$ cat src/sv/assert_macros.svh
// assertion helpers, compiled out for synthesis
`ifndef ASSERT_MACROS_SVH
`define ASSERT_MACROS_SVH

`ifndef SYNTHESIS

`define TCG_ASSERT(lbl, prop) \
  lbl: assert property (@(posedge clk) disable iff (!rst_n) prop) \
    else $error("assertion failed");

`define TCG_ASSERT_MSG(lbl, prop, msg) \
  lbl: assert property (@(posedge clk) disable iff (!rst_n) prop) \
    else $error(msg);

`else

`define TCG_ASSERT(lbl, prop)

`define TCG_ASSERT_MSG(lbl, prop, msg)

`endif

`endif

$ cat src/sv/tcg_pkg.sv
package tcg_pkg;

  localparam int GLYPH_COUNT = 96;
  localparam int GLYPH_SIZE  = 16;
  localparam int FONT_DEPTH  = 3072;
  localparam int BANK_DEPTH  = FONT_DEPTH / 2;
  localparam int BANK_AW     = $clog2(BANK_DEPTH);
  localparam int ROW_W       = $clog2(GLYPH_SIZE);
  localparam int CNT_W       = ROW_W + 1;
  localparam int GLYPH_W     = BANK_AW - ROW_W;

  localparam logic [1:0] ACT_CHAR   = 2'd0;
  localparam logic [1:0] ACT_CURSOR = 2'd1;
  localparam logic [1:0] ACT_FONT   = 2'd2;

  localparam logic [7:0] CH_BS    = 8'd8;
  localparam logic [7:0] CH_TAB   = 8'd9;
  localparam logic [7:0] CH_NL    = 8'd10;
  localparam logic [7:0] CH_FIRST = 8'd32;

  localparam logic [2:0] CFG_WIDTH  = 3'd0;
  localparam logic [2:0] CFG_HEIGHT = 3'd1;
  localparam logic [2:0] CFG_PITCH  = 3'd2;
  localparam logic [2:0] CFG_BPP    = 3'd3;
  localparam logic [2:0] CFG_INK    = 3'd4;
  localparam logic [2:0] CFG_PAPER  = 3'd5;

  localparam logic [12:0] WIDTH_RST  = 13'd1024;
  localparam logic [12:0] HEIGHT_RST = 13'd768;
  localparam logic [15:0] PITCH_RST  = 16'd4096;
  localparam logic [2:0]  BPP_RST    = 3'd4;
  localparam logic [23:0] INK_RST    = 24'h000000;
  localparam logic [23:0] PAPER_RST  = 24'hffffff;

  localparam logic [13:0] COORD_MAX = 14'h1fff;
  localparam logic [13:0] TAB_STEP  = 14'(4 * GLYPH_SIZE);

  typedef logic [12:0] coord_t;

  typedef enum logic [1:0] {
    KIND_NONE,
    KIND_FILL,
    KIND_GLYPH
  } kind_t;

  typedef struct packed {
    logic             accept;
    logic             prep_a;
    logic             prep_b;
    logic             issue;
    logic             last;
    logic [ROW_W-1:0] row;
  } tcg_cmd_t;

  typedef struct packed {
    logic [CNT_W-1:0] n_rows;
    logic             adv;
  } tcg_status_t;

endpackage

$ cat src/sv/tcg_ctrl.sv
`include "assert_macros.svh"

module tcg_ctrl
  import tcg_pkg::*;
(
  input  logic        clk,
  input  logic        rst_n,
  input  logic        in_valid,
  output logic        in_stall,
  input  tcg_status_t status,
  output tcg_cmd_t    cmd
);

  typedef enum logic [2:0] {
    ST_IDLE,
    ST_PREP_A,
    ST_PREP_B,
    ST_ROWS,
    ST_DRAIN
  } state_t;

  state_t           state_r;
  logic [ROW_W-1:0] cnt_r;
  logic [ROW_W-1:0] total_m1;

  // a suppressed item still sends one transfer
  assign total_m1 = (status.n_rows == '0) ? '0 : ROW_W'(status.n_rows - CNT_W'(1));

  assign in_stall = (state_r != ST_IDLE);

  always_comb begin
    cmd.accept = (state_r == ST_IDLE) && in_valid;
    cmd.prep_a = (state_r == ST_PREP_A);
    cmd.prep_b = (state_r == ST_PREP_B);
    cmd.issue = (state_r == ST_ROWS) && status.adv;
    cmd.last = (cnt_r == total_m1);
    cmd.row = cnt_r;
  end

  always_ff @(posedge clk) begin
    if (!rst_n) begin
      state_r <= ST_IDLE;
      cnt_r <= '0;
    end else begin
      case (state_r)
        ST_IDLE: begin
          if (in_valid) begin
            state_r <= ST_PREP_A;
          end
        end
        ST_PREP_A: begin
          state_r <= ST_PREP_B;
        end
        ST_PREP_B: begin
          cnt_r <= '0;
          state_r <= ST_ROWS;
        end
        ST_ROWS: begin
          if (status.adv) begin
            cnt_r <= cnt_r + ROW_W'(1);
            if (cnt_r == total_m1) begin
              state_r <= ST_DRAIN;
            end
          end
        end
        ST_DRAIN: begin
          if (status.adv) begin
            state_r <= ST_IDLE;
          end
        end
        default: begin
          state_r <= ST_IDLE;
        end
      endcase
    end
  end

  `TCG_ASSERT(a_last_then_drain, (cmd.issue && cmd.last) |=> (state_r == ST_DRAIN))
  `TCG_ASSERT(a_cnt_in_range, (state_r == ST_ROWS) |-> (cnt_r <= total_m1))
  `TCG_ASSERT_MSG(a_drain_holds, ((state_r == ST_DRAIN) && !status.adv) |=> (state_r == ST_DRAIN), "drain left while stalled")

endmodule

$ cat config.mk
export PLATFORM = sky130hd
export DESIGN_NAME = tcg_ctrl
export DESIGN_NICKNAME = d
export VERILOG_FILES = /design/src/sv/tcg_pkg.sv /design/src/sv/tcg_ctrl.sv
export VERILOG_INCLUDE_DIRS = /design/src /design/src/sv
export SDC_FILE = /design/constraint.sdc
export NUM_CORES = 1
export LEC_CHECK = 0
export BUFFER_PORTS_ARGS = -buffer_cell sky130_fd_sc_hd__buf_2
export CORE_AREA = 8 8 45 47
export DETAILED_ROUTE_END_ITERATION = 10
export DIE_AREA = 0 0 53 55
export PLACE_DENSITY = 0.78
export SLEW_MARGIN = 25
export SYNTH_ARGS = -nofsm -noshare
export SYNTH_HDL_FRONTEND = slang
export SYNTH_SLANG_ARGS = --single-unit
export TNS_END_PERCENT = 20
$ cat constraint.sdc
create_clock -name clk -period 3.49 [get_ports clk]
set_input_delay 0.349 -clock clk [delete_from_list [all_inputs] [get_ports clk]]
set_output_delay 0.349 -clock clk [all_outputs]
set_load 0.03 [all_outputs]
Word-level counts from Yosys, hierarchy flattened:

Index checks and enable logic that the tools add are counted.

* add/subtract/negate cells: 2
* multipliers: 0
* divide/modulo/power cells: 0
* order comparisons: 0
* equal/unequal tests: 9
* shift operators: 0
* multiplexer cells: 8
* bitwise gates (word level): 0
* reductions and logical operators: 8

Operators by type and width (number)
* $pmux 3 s5: 1
* $mux 3: 4
* $mux 4: 2
* $ne 2x2->1 const B: 4
* $pmux 4 s2: 1
* $eq 3x2->1 const B: 2
* $logic_not 5->1: 1
* $add 4x1->4 const B: 1
* $eq 4x4->1: 1
* $reduce_and 4->1: 1
* $sub 4x1->4 const B: 1
* $eq 3x1->1 const B: 1
* $eq 3x3->1 const B: 1
* $logic_not 3->1: 1
* $reduce_bool 3->1: 1
* $logic_and 1x1->1: 2
* $reduce_and 2->1: 1
* $reduce_bool 2->1: 1

* register bits: 7
* latch bits: 0
* memory bits (writable): 0
* memory bits (read-only): 0
* output and inout port bits: 10
* word-level logic and storage cells: 29
* memories kept: 0

Depth between registers and ports, before layout:

* word-level depth: 6
* gate-level depth with buffers: 7
* gate-level depth less buffers: 7

Worst setup path before layout:

Ideal clock, no wire load.

* kind: input to output
* start point: input port status[1] in the netlist's numbering
* end point: output port cmd[4] in the netlist's numbering
* arrival: 1629 ps
* required time: 3141 ps
* setup slack: 1512 ps
* stages on the path: 6
* cell sequence: inv_1 ha_1 nor4bb_1 a31oi_1 o32a_1 nor3_4

RTL lines
* from (decl): RTL line tcg_ctrl.sv:10 `input tcg_status_t status,`
* to (decl): RTL line tcg_ctrl.sv:11 `output tcg_cmd_t cmd`

==> results.sh <==
export IMPL_synth_fa_ha_area_share_pct=4.619
export IMPL_min_period_ns=2.298
export IMPL_core_area_um2=1384
export IMPL_area_growth_pct=23.79
export IMPL_setup_tns_ns=0
export IMPL_critPathRequiredTime_ns=3.14
export IMPL_gp_congestion=0.8264
export IMPL_slowest_delay_ns=0.33
export IMPL_drt_iter0_drc=12
export IMPL_fp_dieArea_um2=2915
export IMPL_synthCells=67
export IMPL_muxShareOfSynthArea_pct=3.695
export IMPL_min_delay_start="rst_n"
export IMPL_finalSetupViolCount=0
export IMPL_clk_pin_slew_worst_paths_ns=0.05
export IMPL_period_share_pct=65.83
export IMPL_critical_path_endpoint_type="output port"
export IMPL_critPathArrivalTime_ns=1.95
export IMPL_cts_root_buffer="clkbuf_4"
export IMPL_synth_edff_count=0
export IMPL_tightestPinTransition_ns=0.3729
export IMPL_cp_max_fo=5
export IMPL_portBuffers=18
export IMPL_die_height_um=55
export IMPL_drive_above_1_share_pct=26.44
export IMPL_cts_tree="built"
export IMPL_antenna_left=0
export IMPL_grt_usage_pct=9.255
export IMPL_crit_family="simple AND/OR/NAND/NOR gates"
export IMPL_cts_buffers=3
export IMPL_worst_setup_path_start_kind="input port"
export IMPL_hold_violations=0
export IMPL_critPathBufInv=3
export IMPL_initial_core_util_pct=39.15
export IMPL_vias=568
export IMPL_ctsHtreeMaxLevel=1
export IMPL_maxSlewViolCount=0
export IMPL_clock_skew_ns=0.001805
export IMPL_synth_nets=78
export IMPL_max_freq_mhz=435.3
export IMPL_num_rows=14
export IMPL_synth_async_reset_ratio_pct=0
export IMPL_slew_headroom_pct=75.10
export IMPL_netlist_area_um2=541.8
export IMPL_synth_xor_area_share_pct=4.850
export IMPL_grt_max_degree=15
export IMPL_synthSimpleGateAreaFrac_pct=33.49
export IMPL_antennaDiodeCount=0
export IMPL_ys_seq_elements=7
export IMPL_cts_setup_buffers=0
export IMPL_yosysUniqueCellTypes=31
export IMPL_yosysTopAreaCell="dfxtp_1"
export IMPL_path_cells="buf_2 -> inv_1 -> ha_1 -> nor4b_2 -> a21oi_1 -> o32a_1 -> nor3_4 -> buf_2"
export IMPL_clock_sinks=7
export IMPL_synth_top_family_by_area="simple AND/OR/NAND/NOR gates"
export IMPL_yosys_top_cells_area="dfxtp_1, nor2b_1, a22oi_1, ha_1, nor2_1"
export IMPL_vias_per_cell=5.515
export IMPL_cts_hold_buf=0
export IMPL_timing_hold_worst_class="input port to flop"
export IMPL_dr_pass1_iters=4
export IMPL_grt_overflow_total=0
export IMPL_crit_path_start="status[1]"
export IMPL_vdd_drop_max_v=0.0001614
export IMPL_ctsResizeCount=0
export IMPL_grt_setup_unrepaired="no"
export IMPL_die_w_um=53
export IMPL_power_density_nw_per_um2=324.4
export IMPL_cap_violations=0
export IMPL_grt_pass1_vias=515
export IMPL_synth_seq_area_share_pct=25.87
export IMPL_final_util_pct=48.46
export IMPL_wl_per_cell_um=12.26
export IMPL_crit_path_top_delay_cell="o32a_1"
export IMPL_pin_count=19
export IMPL_grt_pass1_wl_mm=2.070
export IMPL_synth_compound_area_share_pct=23.33
export IMPL_ys_flop_type="dfxtp_1"
export IMPL_crit_type="input port to output port"
export IMPL_drc=0
export IMPL_syn_area_per_cell_um2=8.086
export IMPL_num_nets_final=99
export IMPL_insertion_delay_ns=0.25
export IMPL_ys_warnings_count=0
export IMPL_p_leak_uw=0.0003158
export IMPL_antenna_found_initial=0
export IMPL_synth_top_cell_area_share_pct=25.87
export IMPL_drt_total_wl_mm=1.263
export IMPL_critPathMostFrequentCell="buf_2"
export IMPL_r2r_start="cnt_r[1]$_SDFFE_PN0P_"
export IMPL_status="complete, no violations"
export IMPL_hpwl_um=983.9
export IMPL_clockBufferDepth=2
==> stage by stage <==
stage                     setup slack, ns  hold WS [ns]  total power [uW]  cell area [um2]  instances
after global routing                1.052        0.4079             231.7            670.6        103
after global placement              1.260        0.5994             144.3            644.4         99
after detailed placement            1.191        0.6151             145.1            644.4         99
after CTS                           1.181        0.3994             220.7            670.6        103
final                               1.193        0.4105             217.6            670.6        103
after floorplan                     1.512        0.4772             128.0            541.8         67
==> synth_stat cells (all sizes together), types with 3 or more instances <==
library cell	count
a22oi	4
dfxtp	7
inv	4
o21ai	3
nor3	3
nand2	3
nor2	6
nor2b	6
a31oi	3
==> worst register-to-register path, cell delays in order (launching register included) <==
cell,delay (ns)
dfxtp_1,0.46
nor4bb_1,0.26
a31oi_1,0.08
o32a_1,0.22
nor3_4,0.25
a31oi_1,0.11
==> kinds of logic (layout without fill, tap and decap cells) <==
| family | after synthesis | in the layout |
|---|---|---|
| and+or+nand+nor | 29 | 29 |
| DFF | 7 | 7 |
| muxes | 2 | 2 |
| AOI/OAI and AO/OA | 18 | 18 |
| xor gates and xnor gates | 3 | 3 |
| adders and majority gates | 2 | 2 |
| buffers and inverters | 6 | 26 |
==> cell type report <==
cell class	instances	area, um2
fill	147	713.2
multi-input combinational	54	379.1
sequential	7	140.1
timing repair buffer	18	90.09
clock buffer	4	26.28
tap	16	20.02
inverter	4	15.01
==> final timing paths <==
| path | endpoint | slack [ns] | cells past startpoint |
|---|---|---|---|
| setup reg to reg | state_r[0]$_SDFFE_PN0P_ | 1.98 | 5 |
| hold / removal | cnt_r[2]$_SDFFE_PN0P_ | 0.41 | 2 |
| hold reg to reg | state_r[0]$_SDFFE_PN0P_ | 0.63 | 3 |
| setup / recovery | cmd[4] | 1.19 | 8 |
==> state kept, by name, summed over array words and instances (netlist names) <==
register,cells
cnt_r,4
state_r,3
==> layout by cell type, fill, tap and decap left out <==
master / netlist / layout
a21o_1: 2 / 2
a21oi_1: 2 / 2
a22o_1: 1 / 1
a22oi_1: 4 / 4
a31oi_1: 3 / 3
and3_1: 2 / 2
buf_2: 0 / 18
clkbuf_1: 2 / 1
clkbuf_4: 0 / 3
dfxtp_1: 7 / 7
ha_1: 2 / 2
inv_1: 4 / 4
mux2i_1: 2 / 2
nand2_1: 3 / 3
nand2b_1: 2 / 2
nand3_1: 1 / 1
nand4_1: 1 / 1
nor2_1: 6 / 6
nor2b_1: 6 / 6
nor3_1: 2 / 2
nor3_4: 1 / 1
nor3b_1: 1 / 1
nor4b_1: 1 / 1
nor4b_2: 1 / 1
nor4bb_1: 1 / 1
o21ai_0: 2 / 2
o21ai_1: 1 / 1
o21ba_1: 1 / 1
o31a_1: 1 / 1
o32a_1: 1 / 1
or3_1: 1 / 1
xnor2_1: 2 / 2
xor2_1: 1 / 1
==> layer usage <==
layer / vias up / part of all wire, % / GRT usage (%)
li1: 285 / - / -
met1: 259 / 49 / 11.31
met2: 22 / 41 / 14.45
met3: 2 / 8.9 / 3.209
met4: 0 / 0.95 / 3.879
met5: - / 0 / 0
==> power by group <==
group	internal [uW]	switching [uW]
clock network	43.7	30.5
registers	82.5	5.64
logic	20.9	34.3
Note: power is estimated with default switching activity, not from simulation.
